[src/sv/hsit_pkg.sv]
// Package for the HID short item tokenizer: constants, types and tag lookup.
package hsit_pkg;

	localparam int MAX_DEPTH = 15;
	localparam logic [3:0] DEPTH_LIMIT = (MAX_DEPTH > 15) ? 4'd15 : 4'(MAX_DEPTH);

	localparam logic [7:0] TAG_COLLECTION     = 8'hA1;
	localparam logic [7:0] TAG_END_COLLECTION = 8'hC0;
	localparam logic [1:0] SIZE_CODE_FOUR     = 2'd3;

	localparam int IN_DATA_W  = 8;
	localparam int OUT_DATA_W = 56;

	typedef struct packed {
		logic [7:0]  held_prefix;
		logic [31:0] value_accum;
		logic [2:0]  bytes_left;
		logic [1:0]  bytes_seen;
		logic [3:0]  nesting;
		logic        halted;
	} parse_state_t;

	typedef struct packed {
		logic [7:0]  item_prefix;
		logic [31:0] item_value;
		logic [2:0]  value_size;
		logic [3:0]  nest_level;
		logic        top_closed;
		logic        bad_prefix;
		logic        cut_short;
	} result_t;

	localparam parse_state_t STATE_RESET = '{
		held_prefix: 8'd0, value_accum: 32'd0, bytes_left: 3'd0,
		bytes_seen: 2'd0, nesting: 4'd0, halted: 1'b0
	};

	function automatic logic [2:0] announced_size(input logic [7:0] prefix);
		return (prefix[1:0] == SIZE_CODE_FOUR) ? 3'd4 : {1'b0, prefix[1:0]};
	endfunction

	// Known main, global and local short-item prefixes.
	function automatic logic tag_known(input logic [7:0] prefix);
		logic hit;
		hit = 1'b0;
		unique case (prefix)
			8'h81, 8'h91, 8'hB1, 8'hA1, 8'hC0,
			8'h05, 8'h06, 8'h15, 8'h16, 8'h17, 8'h25, 8'h26, 8'h27,
			8'h35, 8'h36, 8'h37, 8'h45, 8'h46, 8'h47, 8'h55, 8'h65,
			8'h66, 8'h67, 8'h75, 8'h76, 8'h77, 8'h85, 8'h95, 8'h96,
			8'h97, 8'hA4, 8'hB4,
			8'h09, 8'h19, 8'h29: hit = 1'b1;
			default: hit = 1'b0;
		endcase
		return hit;
	endfunction

endpackage

[src/sv/hid_short_item_tokenizer.sv]
// HID report descriptor short item tokenizer, top level.
// Flow: a byte is registered in the input stage on accept, and its result item,
// if any, goes to the output register once it is free, raising m_tvalid.
// Throughput: one descriptor byte per cycle, limited only by output backpressure.
// Reset: arst_n clears the parser state and both valid flags asynchronously.
module hid_short_item_tokenizer import hsit_pkg::*; (
	input  logic                  clk,
	input  logic                  arst_n,
	input  logic                  s_tvalid,
	output logic                  s_tready,
	input  logic [IN_DATA_W-1:0]  s_tdata,  // desc_byte[7:0]
	input  logic                  s_tlast,  // final_byte
	output logic                  m_tvalid,
	input  logic                  m_tready,
	// item_prefix[7:0], item_value[39:8], value_size[42:40], nest_level[46:43],
	// top_closed[47], bad_prefix[48], cut_short[49], zero pad[55:50]
	output logic [OUT_DATA_W-1:0] m_tdata
);

	logic         valid_s1;
	logic [7:0]   byte_s1;
	logic         last_s1;
	parse_state_t state_q;
	parse_state_t state_nxt;
	result_t      step_res;
	logic         step_res_valid;
	logic         out_free;
	logic         advance;
	result_t      res_s2;

	hsit_step u_step (
		.cur        (state_q),
		.desc_byte  (byte_s1),
		.final_byte (last_s1),
		.nxt        (state_nxt),
		.res        (step_res),
		.res_valid  (step_res_valid)
	);

	// a byte that yields no result never waits on the output side
	assign advance  = valid_s1 && (out_free || !step_res_valid);
	assign s_tready = !valid_s1 || advance;

	always_ff @(posedge clk or negedge arst_n) begin
		if (!arst_n) begin
			valid_s1 <= 1'b0;
			state_q  <= STATE_RESET;
		end else begin
			if (s_tready)
				valid_s1 <= s_tvalid;
			if (advance)
				state_q <= state_nxt;
		end
	end

	always_ff @(posedge clk) begin
		if (s_tready && s_tvalid) begin
			byte_s1 <= s_tdata;
			last_s1 <= s_tlast;
		end
	end

	hsit_out_reg u_out (
		.clk      (clk),
		.arst_n   (arst_n),
		.load     (advance && step_res_valid),
		.load_res (step_res),
		.m_tready (m_tready),
		.m_tvalid (m_tvalid),
		.res_s2   (res_s2),
		.free     (out_free)
	);

	assign m_tdata = {6'd0, res_s2.cut_short, res_s2.bad_prefix, res_s2.top_closed,
		res_s2.nest_level, res_s2.value_size, res_s2.item_value, res_s2.item_prefix};

endmodule

[src/sv/hsit_step.sv]
// Per-byte parse step: next parser state and the optional result item.
module hsit_step import hsit_pkg::*; (
	input  parse_state_t cur,
	input  logic [7:0]   desc_byte,
	input  logic         final_byte,
	output parse_state_t nxt,
	output result_t      res,
	output logic         res_valid
);

	logic [2:0]  size_b;
	logic [3:0]  nest_dec;
	logic [31:0] accum_new;
	logic [2:0]  left_dec;

	always_comb begin
		size_b    = announced_size(desc_byte);
		nest_dec  = (desc_byte == TAG_END_COLLECTION && cur.nesting != 4'd0) ?
			cur.nesting - 4'd1 : cur.nesting;
		left_dec  = cur.bytes_left - 3'd1;
		accum_new = cur.value_accum;
		unique case (cur.bytes_seen)
			2'd0: accum_new[7:0]   = accum_new[7:0]   | desc_byte;
			2'd1: accum_new[15:8]  = accum_new[15:8]  | desc_byte;
			2'd2: accum_new[23:16] = accum_new[23:16] | desc_byte;
			default: accum_new[31:24] = accum_new[31:24] | desc_byte;
		endcase

		nxt       = cur;
		res_valid = 1'b0;
		res       = '{
			item_prefix: cur.held_prefix, item_value: 32'd0,
			value_size: announced_size(cur.held_prefix), nest_level: cur.nesting,
			top_closed: 1'b0, bad_prefix: 1'b0, cut_short: 1'b0
		};

		if (cur.halted) begin
			// skip bytes until the descriptor ends
		end else if (cur.bytes_left == 3'd0) begin
			res.item_prefix = desc_byte;
			res.value_size  = size_b;
			if (!tag_known(desc_byte)) begin
				res.bad_prefix = 1'b1;
				res_valid      = 1'b1;
				nxt.halted     = 1'b1;
			end else begin
				nxt.held_prefix = desc_byte;
				nxt.value_accum = 32'd0;
				nxt.bytes_seen  = 2'd0;
				nxt.nesting     = nest_dec;
				res.nest_level  = nest_dec;
				if (size_b == 3'd0) begin
					res.top_closed = (desc_byte == TAG_END_COLLECTION) && (nest_dec == 4'd0);
					res_valid      = 1'b1;
					if (desc_byte == TAG_COLLECTION && nest_dec < DEPTH_LIMIT)
						nxt.nesting = nest_dec + 4'd1;
				end else begin
					nxt.bytes_left = size_b;
					res.cut_short  = 1'b1;
					res_valid      = final_byte;
				end
			end
		end else begin
			nxt.value_accum = accum_new;
			nxt.bytes_seen  = cur.bytes_seen + 2'd1;
			nxt.bytes_left  = left_dec;
			res.item_value  = accum_new;
			if (left_dec == 3'd0) begin
				res_valid = 1'b1;
				if (cur.held_prefix == TAG_COLLECTION && cur.nesting < DEPTH_LIMIT)
					nxt.nesting = cur.nesting + 4'd1;
			end else begin
				res.cut_short = 1'b1;
				res_valid     = final_byte;
			end
		end

		if (final_byte)
			nxt = STATE_RESET;
	end

endmodule

[src/sv/hsit_top_unused_guard.sv]
// Output holding register with stream handshake for result items.
module hsit_out_reg import hsit_pkg::*; (
	input  logic    clk,
	input  logic    arst_n,
	input  logic    load,
	input  result_t load_res,
	input  logic    m_tready,
	output logic    m_tvalid,
	output result_t res_s2,
	output logic    free
);

	assign free = !m_tvalid || m_tready;

	always_ff @(posedge clk or negedge arst_n) begin
		if (!arst_n) begin
			m_tvalid <= 1'b0;
		end else if (free) begin
			m_tvalid <= load;
		end
	end

	always_ff @(posedge clk) begin
		if (free && load) begin
			res_s2 <= load_res;
		end
	end

endmodule

[config.mk]
export PLATFORM = sky130hd
export DESIGN_NAME = hid_short_item_tokenizer
export DESIGN_NICKNAME = d
export VERILOG_FILES = /design/src/sv/hsit_pkg.sv /design/src/sv/hid_short_item_tokenizer.sv /design/src/sv/hsit_step.sv /design/src/sv/hsit_top_unused_guard.sv
export SDC_FILE = /design/constraint.sdc
export NUM_CORES = 1
export LEC_CHECK = 0
export BUFFER_PORTS_ARGS = -buffer_cell sky130_fd_sc_hd__buf_2
export CORE_MARGIN = 2
export CORE_UTILIZATION = 40
export CTS_CLUSTER_DIAMETER = 80
export CTS_CLUSTER_SIZE = 10
export DETAILED_ROUTE_END_ITERATION = 8
export GPL_TIMING_DRIVEN = 0
export PLACE_DENSITY = 0.67
export SKIP_CTS_REPAIR_TIMING = 1
export SYNTH_ARGS = -nofsm -noshare
export SYNTH_HDL_FRONTEND = slang
export SYNTH_SLANG_ARGS = --single-unit
export TNS_END_PERCENT = 10
[constraint.sdc]
create_clock -name clk -period 13 [get_ports clk]
set_input_delay 1.95 -clock clk [delete_from_list [all_inputs] [get_ports clk]]
set_output_delay 1.95 -clock clk [all_outputs]
set_load 0.01 [all_outputs]
==> flow_metrics.env, run 1 <==
export IMPL_grt_use_total_pct=18.9
export IMPL_setup_tns_ns=0
export IMPL_syn_to_final_growth_pct=16.9
export IMPL_clk_pin_slew_worst_paths_ns=0.08
export IMPL_synth_async_reset_ratio_pct=46.8
export IMPL_starting_utilization_of_the_core_area_pct=41.2
export IMPL_finalCritPeriodShare_pct=36.8
export IMPL_cts_htree_levels=3
export IMPL_power_uw=1370
export IMPL_ys_seq_elements=111
export IMPL_clkLatencyLatePin_ns=0.37
export IMPL_critical_path_class="input pin to output pin"
export IMPL_r2r_start="byte_s1[1]$_DFFE_PP_"
export IMPL_ff2ff_setup_slack_ns=9.51
export IMPL_synth_cells=508
export IMPL_fin_crit_ns=4.78
export IMPL_place_port_buffers=64
export IMPL_final_common_cell="buf_2"
export IMPL_drt_iter0_markers=499
export IMPL_min_delay_path_class="flop to flop"
export IMPL_hold_crit_depth=1
export IMPL_crit_slowest_cell="or2_1"
export IMPL_max_cap_violations=0
export IMPL_total_count_of_hold_check_failures_in_the_final_report=0
export IMPL_post_route_cell_area_sq_um=6400
export IMPL_ctsLongestPathBuffers=2
export IMPL_critPathRequiredTime_ns=11.05
export IMPL_grt_setup_unrepaired="false"
export IMPL_max_slew_worst_pin_slew_ns=1.21
export IMPL_die_width_microns=121
export IMPL_cp_cell_sequence="buf_2 > nor2b_1 > nand2_1 > or2_1 > buf_2"
export IMPL_cells_on_worst_reg2reg_path=9
export IMPL_worst_path_arrival_ns=2.83
export IMPL_grt_pass1_wl_microns=21400
export IMPL_tritoncts_num_sinks=111
export IMPL_crit_path_max_incr_delay_ns=0.26
export IMPL_worst_clock_skew_ns=0.00998
export IMPL_worst_hold_end="state_q[8]$_DFFE_PN0P_"
export IMPL_dpl_instance_area_sq_um=6080
export IMPL_detail_route_first_pass_iterations=5
export IMPL_endpoint_kind="output pin"
export IMPL_timing_rr_end="u_out.res_s2[27]$_SDFFCE_PP0P_"
export IMPL_seq_area_frac_synth_pct=56.1
export IMPL_critical_path_startpoint_type="input pin"
export IMPL_floorplan_die_area_sq_um=14600
export IMPL_power_density_cell_area_nw_per_um2=214
export IMPL_drt_antenna_violating_nets=0
export IMPL_hpwl_microns=9140
export IMPL_run_status="complete, no violations"
export IMPL_core_box_area_sq_um=13300
export IMPL_mappedNetlistArea_sq_um=5480
export IMPL_fin_ws_ns=8.22
export IMPL_placement_rows=42
export IMPL_cp_max_fo=7
export IMPL_fmax_ghz=0.209
export IMPL_hold_path_startpoint="state_q[8]$_DFFE_PN0P_"
export IMPL_drive_above_1_share_pct=19.6
export IMPL_synth_yosys_warnings=0
export IMPL_setup_violations=0
export IMPL_synth_lib_cells_used_distinct=64
export IMPL_avgSynthCellArea_sq_um=10.8
export IMPL_nNetsFinal=614
export IMPL_place_congestion=0.883
export IMPL_grt_remaining_overflow=0
export IMPL_cts_tree="built"
export IMPL_timing_final_max_slew_violations=0
export IMPL_clock_root_buffer="clkbuf_16"
export IMPL_slew_limit_headroom_pct=19.1
export IMPL_wl_per_cell_microns=17.3
export IMPL_pin_count=71
export IMPL_worst_ir_drop_vdd_v=0.0000832
export IMPL_route_detailed_vias_per_inst=5.65
export IMPL_critical_path_s_most_frequent_cell="buf_2"
export IMPL_via_count=4360
export IMPL_synth_enable_flop_cells=59
export IMPL_cts_buffers_inserted=9
export IMPL_commonest_non_fill_non_tap_cells_in_the_layout="buf_2, edfxtp_1, dfrtp_1"
export IMPL_chipHeight_microns=121
export IMPL_diodes=0
export IMPL_detail_route_drc_violations=0
export IMPL_power_static_leakage_uw=0.00254
export IMPL_grt_max_degree=53
export IMPL_grt_pass1_vias=4064
export IMPL_postSynth_topFlopCell="edfxtp_1"
export IMPL_routed_wl_microns=13400
export IMPL_antenna_found_initial=0
export IMPL_worst_case_setup_slack_after_placement_ns=8.22
-- metrics by stage --
stage | hold WS, ns | utilization [%] | instances
finish | 0.503 | 48.2 | 772
global route | 0.517 | 48.2 | 772
CTS | 0.506 | 48.2 | 772
detailed placement | 0.480 | 45.7 | 756
global placement | 0.477 | 45.4 | 753
floorplan | 0.456 | - | 513
-- kinds of logic after synthesis --
group | count (synthesis) | synth area share [%]
mux | 2 | 0.388
other cells | 1 | 0.0684
fa+ha+maj | 10 | 2.28
compound gates | 171 | 22.2
flops | 111 | 56.1
buf+inv | 70 | 5.87
simple gates | 139 | 12.5
xor+xnor | 4 | 0.640
-- flip-flops by register name, indices dropped and copies added (netlist names) --
signal / cells
byte_s1: 8
u_out.m_tvalid: 1
u_out.res_s2: 50
valid_s1: 1
last_s1: 1
state_q: 50
-- cell type report --
cell class / instances / area [sq um]
Buffer: 54 / 262
Clock buffer: 9 / 225
Clock inverter: 7 / 101
Fill cell: 1223 / 6890
Inverter: 16 / 60.1
Multi-Input combinational cell: 332 / 2110
Sequential cell: 111 / 3070
Tap cell: 176 / 220
Timing Repair Buffer: 67 / 354
-- cells in the mapped netlist, drive strengths merged, types with 9 or more instances --
master | number | share of area, %
clkbuf | 32 | 2.2
dfrtp | 52 | 24
o21ai | 16 | 1.5
a21oi | 40 | 3.9
edfxtp | 59 | 32
nand2 | 36 | 2.5
ha | 10 | 2.3
inv | 16 | 1.1
buf | 22 | 2.6
o2bb2ai | 9 | 1.4
nand3 | 22 | 2.1
nor2 | 45 | 3.1
a31oi | 37 | 4.2
a41oi | 32 | 5.1
-- how the worst max path moves through the flow --
stage,start,end,slack (ns)
floorplan,m_tready,u_out.res_s2[0]$_SDFFCE_PP0P_,7.05
global placement,m_tready,u_out.res_s2[11]$_SDFFCE_PP0P_,5.64
detailed placement,m_tready,s_tready,8.22
CTS,m_tready,s_tready,8.22
global route,m_tready,s_tready,8.16
finish,m_tready,s_tready,8.22
-- metal layers --
metal / routed length [microns] / share of wire (%) / vias to the layer above / GRT usage [%]
li1: - / - / 2076 / -
met5: 0 / 0 / - / 0
met1: 6110 / 46 / 2084 / 27.4
met4: 218 / 1.6 / 0 / 6.76
met3: 960 / 7.2 / 19 / 3.34
met2: 6090 / 46 / 181 / 28.5
-- where the power goes --
part	leakage (uW)	total, uW	internal (uW)	switching, uW
logic	0.00111	540	179	361
clock network	0.000164	306	172	134
registers	0.00127	523	478	45.1
total	0.00254	1370	829	540
-- worst max-delay path: cells and delay by family --
kind	cells	cell delay [ns]
buffers and inverters	2	0.24
AND/OR/NAND/NOR	3	0.63
Power figures use the tool's default switching activity.
==> inputs of run 2 (changes only) <==
clock period = 5 ns   (was 13 ns; I/O delays follow)
==> run 2 against run 1 <==
Sequential share of layout area is 0.23 points higher. Total power grew to 2.5 times the previous value. Utilization down 0.23 points. Design area is 0.47% lower. Wire length is 1.0% higher. Die area did not move. First-iteration DRC count fell by 12%. Highest routed layer unchanged.
==> flow_metrics.env, run 2 (synthesis gave the netlist of run 1 again) <==
export IMPL_final_common_cell="buf_2"
export IMPL_clk_pin_slew_worst_paths_ns=0.07
export IMPL_grt_use_total_pct=19.2
export IMPL_fmax_ghz=0.291
export IMPL_drt_antenna_violating_nets=0
export IMPL_routed_wl_microns=13500
export IMPL_finalCoreUtilization_pct=47.9
export IMPL_max_cap_violations=0
export IMPL_route_detailed_vias_per_inst=5.70
export IMPL_register_area_sq_um=3070
export IMPL_setup_tns_ns=0
export IMPL_drive_above_1_share_pct=19.3
export IMPL_diodes=0
export IMPL_final_instance_count_excl_fill=771
export IMPL_power_static_leakage_uw=0.00252
export IMPL_max_slew_worst_pin_slew_ns=1.24
export IMPL_critical_path_startpoint_type="flop"
export IMPL_groute_layer_met2_usage_pct=30.0
export IMPL_cts_tree="built"
export IMPL_grt_remaining_overflow=0
export IMPL_worst_path_arrival_ns=2.69
export IMPL_number_of_fill_cells=1217
export IMPL_fin_crit_ns=3.44
export IMPL_global_routing_usage_on_met3_pct=2.54
export IMPL_critPathRequiredTime_ns=4.25
export IMPL_total_count_of_hold_check_failures_in_the_final_report=0
export IMPL_hold_crit_depth=1
export IMPL_ctsLongestPathBuffers=2
export IMPL_grt_setup_unrepaired="false"
export IMPL_min_delay_path_class="flop to flop"
export IMPL_finalCritPeriodShare_pct=68.8
export IMPL_whs_ns=0.498
export IMPL_worst_ir_drop_vdd_v=0.000194
export IMPL_drt_iter0_markers=437
export IMPL_detail_route_drc_violations=0
export IMPL_dp_cells=755
export IMPL_placement_rows=42
export IMPL_timing_final_max_slew_violations=0
export IMPL_top_usage_layer="met2"
export IMPL_syn_to_final_growth_pct=16.3
export IMPL_hpwl_microns=9400
export IMPL_power_density_cell_area_nw_per_um2=544
export IMPL_antenna_found_initial=0
export IMPL_grt_max_degree=53
export IMPL_core_box_area_sq_um=13300
export IMPL_grtUsageMet1_pct=27.1
export IMPL_place_port_buffers=64
export IMPL_chipHeight_microns=121
export IMPL_starting_utilization_of_the_core_area_pct=41.2
export IMPL_wl_per_cell_microns=17.5
export IMPL_multiInputGateArea_sq_um=2110
export IMPL_detail_route_first_pass_iterations=5
export IMPL_run_status="complete, no violations"
export IMPL_tritoncts_num_sinks=111
export IMPL_commonest_non_fill_non_tap_cells_in_the_layout="buf_2, edfxtp_1, dfrtp_1"
export IMPL_critical_path_class="flop to output pin"
export IMPL_cells_on_worst_reg2reg_path=8
export IMPL_setup_violations=0
export IMPL_cts_buffers_inserted=9
export IMPL_worst_clock_skew_ns=0.00591
export IMPL_endpoint_kind="output pin"
export IMPL_cp_max_fo=10
export IMPL_clock_root_buffer="clkbuf_16"
export IMPL_grt_pass1_wl_microns=21800
export IMPL_largestRegisters="state_q x50, u_out.res_s2 x50, byte_s1 x8"
export IMPL_slew_limit_headroom_pct=17.4
export IMPL_place_congestion=0.903
export IMPL_die_width_microns=121
export IMPL_clkLatencyLatePin_ns=0.36
export IMPL_floorplan_die_area_sq_um=14600
export IMPL_cts_htree_levels=3
export IMPL_pin_count=71
export IMPL_grt_pass1_vias=4173
export IMPL_via_count=4398
export IMPL_nNetsFinal=613
## run 2: cell type report
type | count | area share [%]
flip-flops and latches | 111 | 48.2
multi-input cells | 332 | 33.2
repair buffers | 66 | 5.69
plain buffers | 54 | 4.10
clock buffers | 11 | 3.81
well taps | 176 | 3.46
inverters | 16 | 0.942
clock inverters | 5 | 0.609
## run 2: critical path, cell delays in order, from the launching register on
cell,delay (ns)
edfxtp_1,0.32
buf_2,0.26
nor2_1,0.18
a221oi_1,0.34
o32a_1,0.34
o21ai_1,0.15
a211o_1,0.37
or2_1,0.25
buf_2,0.14
## run 2: where the power goes
group / internal (uW) / total [uW] / leakage, uW / switching (uW)
logic: 475 / 1420 / 0.00111 / 946
registers: 1240 / 1360 / 0.00127 / 117
clock network: 357 / 691 / 0.000142 / 334
## run 2: per-layer routing
metal  part of all wire (%)  vias to the layer above  routed length, microns
li1                       -                     2081                       -
met2                     47                      146                    6390
met4                    1.5                        0                     201
met5                      0                        -                       0
met1                     46                     2157                    6190
met3                    5.5                       14                     737
## run 2: worst paths after layout
path	from	to	slack (ns)
max in group asynchronous	arst_n	state_q[36]$_DFFE_PN0P_	3.59
worst max register to register	byte_s1[1]$_DFFE_PP_	u_out.res_s2[20]$_SDFFCE_PP0P_	1.91
worst min register to register	state_q[8]$_DFFE_PN0P_	state_q[8]$_DFFE_PN0P_	0.50
min in group asynchronous	arst_n	state_q[0]$_DFFE_PN0P_	0.64
worst max-delay path	byte_s1[1]$_DFFE_PP_	s_tready	1.56
worst min-delay path	state_q[8]$_DFFE_PN0P_	state_q[8]$_DFFE_PN0P_	0.50
## run 2: through the flow
step,setup WS [ns],instance area [sq um],power (uW)
after CTS,1.54,6370,3480
after floorplan,1.04,5500,2340
after detailed placement,1.90,6090,2790
after global routing,1.35,6370,3700
after global placement,-0.0400,6040,2720
final,1.56,6370,3470
==> inputs of run 3 (changes only) <==
PLACE_DENSITY = 0.69   (was 0.67)
clock period = 2.9 ns   (was 5 ns; I/O delays follow)
==> run 3 against run 2 <==
Utilization grew 1.4 points. Critical path depth is the same. Global-route usage barely moved. Sequential power up 72%. Critical path type unchanged. Highest routed layer unchanged.
==> flow_metrics.env, run 3 (synthesis gave the netlist of run 1 again) <==
export IMPL_run_status="complete, no violations"
export IMPL_fmax_ghz=0.352
export IMPL_commonest_non_fill_non_tap_cells_in_the_layout="buf_2, edfxtp_1, dfrtp_1"
export IMPL_fin_crit_ns=2.84
export IMPL_met1Wirelength_microns=6190
export IMPL_grt_pass1_wl_microns=21800
export IMPL_cts_tree="built"
export IMPL_wl_per_cell_microns=17.4
export IMPL_timing_critical_path_max_delay_family="compound AO/OA/AOI/OAI gates"
export IMPL_nNetsFinal=628
export IMPL_finalCoreUtilization_pct=49.4
export IMPL_wl_met3_microns=903
export IMPL_timing_final_max_slew_violations=0
export IMPL_finalCritPeriodShare_pct=98.0
export IMPL_worst_path_arrival_ns=2.41
export IMPL_ff2ff_setup_slack_ns=0.22
export IMPL_grt_use_total_pct=19.2
export IMPL_whs_ns=0.238
export IMPL_max_cap_violations=0
export IMPL_detail_route_drc_violations=0
export IMPL_worst_ir_drop_vdd_v=0.000335
export IMPL_drive_above_1_share_pct=22.6
export IMPL_route_detailed_vias_per_inst=5.66
export IMPL_place_port_buffers=64
export IMPL_via_count=4448
export IMPL_clk_pin_slew_worst_paths_ns=0.08
export IMPL_worst_clock_skew_ns=0.00898
export IMPL_core_box_area_sq_um=13300
export IMPL_critPathRequiredTime_ns=2.47
export IMPL_syn_to_final_growth_pct=19.8
export IMPL_hpwl_microns=9360
export IMPL_grt_pass1_vias=4066
export IMPL_starting_utilization_of_the_core_area_pct=41.2
export IMPL_pwr_share_comb_pct=41.6
export IMPL_grt_setup_unrepaired="true"
export IMPL_power_density_cell_area_nw_per_um2=932
export IMPL_floorplan_die_area_sq_um=14600
export IMPL_chipHeight_microns=121
export IMPL_grt_remaining_overflow=0
export IMPL_tritoncts_num_sinks=111
export IMPL_detail_route_first_pass_iterations=5
export IMPL_final_common_cell="buf_2"
export IMPL_fin_ws_ns=0.0576
export IMPL_power_report_internal_total_uw=3660
export IMPL_place_congestion=0.903
export IMPL_endpoint_kind="output pin"
export IMPL_setup_violations=0
export IMPL_clock_network_fraction_of_total_power_pct=20.1
export IMPL_ctsLongestPathBuffers=2
export IMPL_power_switching_uw=2460
export IMPL_drt_antenna_violating_nets=0
export IMPL_cp_max_fo=5
export IMPL_max_slew_worst_pin_slew_ns=1.20
export IMPL_power_switching_fraction_pct=40.2
export IMPL_largestRegisters="state_q x50, u_out.res_s2 x50, byte_s1 x8"
export IMPL_routed_wl_microns=13700
export IMPL_crit_path_max_incr_delay_ns=0.45
export IMPL_worst_case_setup_slack_after_placement_ns=-0.149
export IMPL_power_uw=6120
export IMPL_cp_cell_sequence="buf_4 > nor2b_1 > o21ai_1 > o32a_1 > o21ai_2 > a211o_1 > or2_1 > buf_2"
export IMPL_crit_slowest_cell="edfxtp_1"
export IMPL_cts_buffers_inserted=9
export IMPL_grt_max_degree=53
export IMPL_seqPwrFrac_pct=38.3
export IMPL_total_count_of_hold_check_failures_in_the_final_report=0
export IMPL_min_delay_path_class="input pin to flop"
export IMPL_crit_buf_inv=2
export IMPL_setup_tns_ns=0
export IMPL_die_width_microns=121
export IMPL_met2WireLength_microns=6240
export IMPL_antenna_found_initial=0
export IMPL_cts_htree_levels=3
export IMPL_clkLatencyLatePin_ns=0.36
export IMPL_pin_count=71
export IMPL_power_static_leakage_uw=0.00261
export IMPL_diodes=0
export IMPL_highest_signal_layer="met4"
export IMPL_drt_iter0_markers=501
export IMPL_clock_root_buffer="clkbuf_16"
export IMPL_critical_path_class="flop to output pin"
export IMPL_placement_rows=42
export IMPL_critical_path_startpoint_type="flop"
export IMPL_slew_limit_headroom_pct=20.2
## run 3: changes by cell type in the layout (fill, tap and decap cells not counted), sizes merged
cell      previous run  this run
clkbuf              43        41
buf                 88       104
clkinvlp             0         2
inv                 18        19
clkinv               3         1
## run 3: final cells by class
cell class / count / area, sq um
Inverter: 16 / 60.1
Clock buffer: 10 / 239
Tap cell: 176 / 220
Fill cell: 1216 / 6730
Multi-Input combinational cell: 332 / 2140
Timing Repair Buffer: 81 / 500
Buffer: 54 / 269
Clock inverter: 6 / 60.1
Sequential cell: 111 / 3070
## run 3: final timing paths
path,end,cells past startpoint,startpoint
worst max-delay path,s_tready,8,byte_s1[0]$_DFFE_PP_
worst min-delay path,last_s1$_DFFE_PP_,1,s_tlast
worst max register to register,u_out.res_s2[44]$_DFFE_PP_,7,state_q[7]$_DFFE_PN0P_
worst min register to register,state_q[8]$_DFFE_PN0P_,1,state_q[8]$_DFFE_PN0P_
max in group asynchronous,state_q[19]$_DFFE_PN0P_,1,arst_n
min in group asynchronous,valid_s1$_DFFE_PN0P_,1,arst_n
## run 3: stage by stage
| stage | area [sq um] | std cells |
|---|---|---|
| finish | 6560 | 786 |
| global route | 6560 | 786 |
| CTS | 6420 | 771 |
| detailed placement | 6120 | 755 |
| global placement | 6060 | 753 |
| floorplan | 5520 | 513 |
## run 3: metal layers
metal  vias to the layer above  global-route usage, %
met5                         -                      0
met4                         0                   9.23
met3                        24                   2.35
met2                       170                   27.9
met1                      2152                   28.4
li1                       2102                      -
## run 3: power by group through the flow
stage,Combinational (uW),Clock [uW],Sequential (uW)
2_1_floorplan,1600,0,2440
4_1_cts,2460,1260,2340
5_1_grt,2810,1310,2380
3_5_place_dp,2450,0,2370
6_report,2550,1230,2340
3_3_place_gp,2330,0,2370
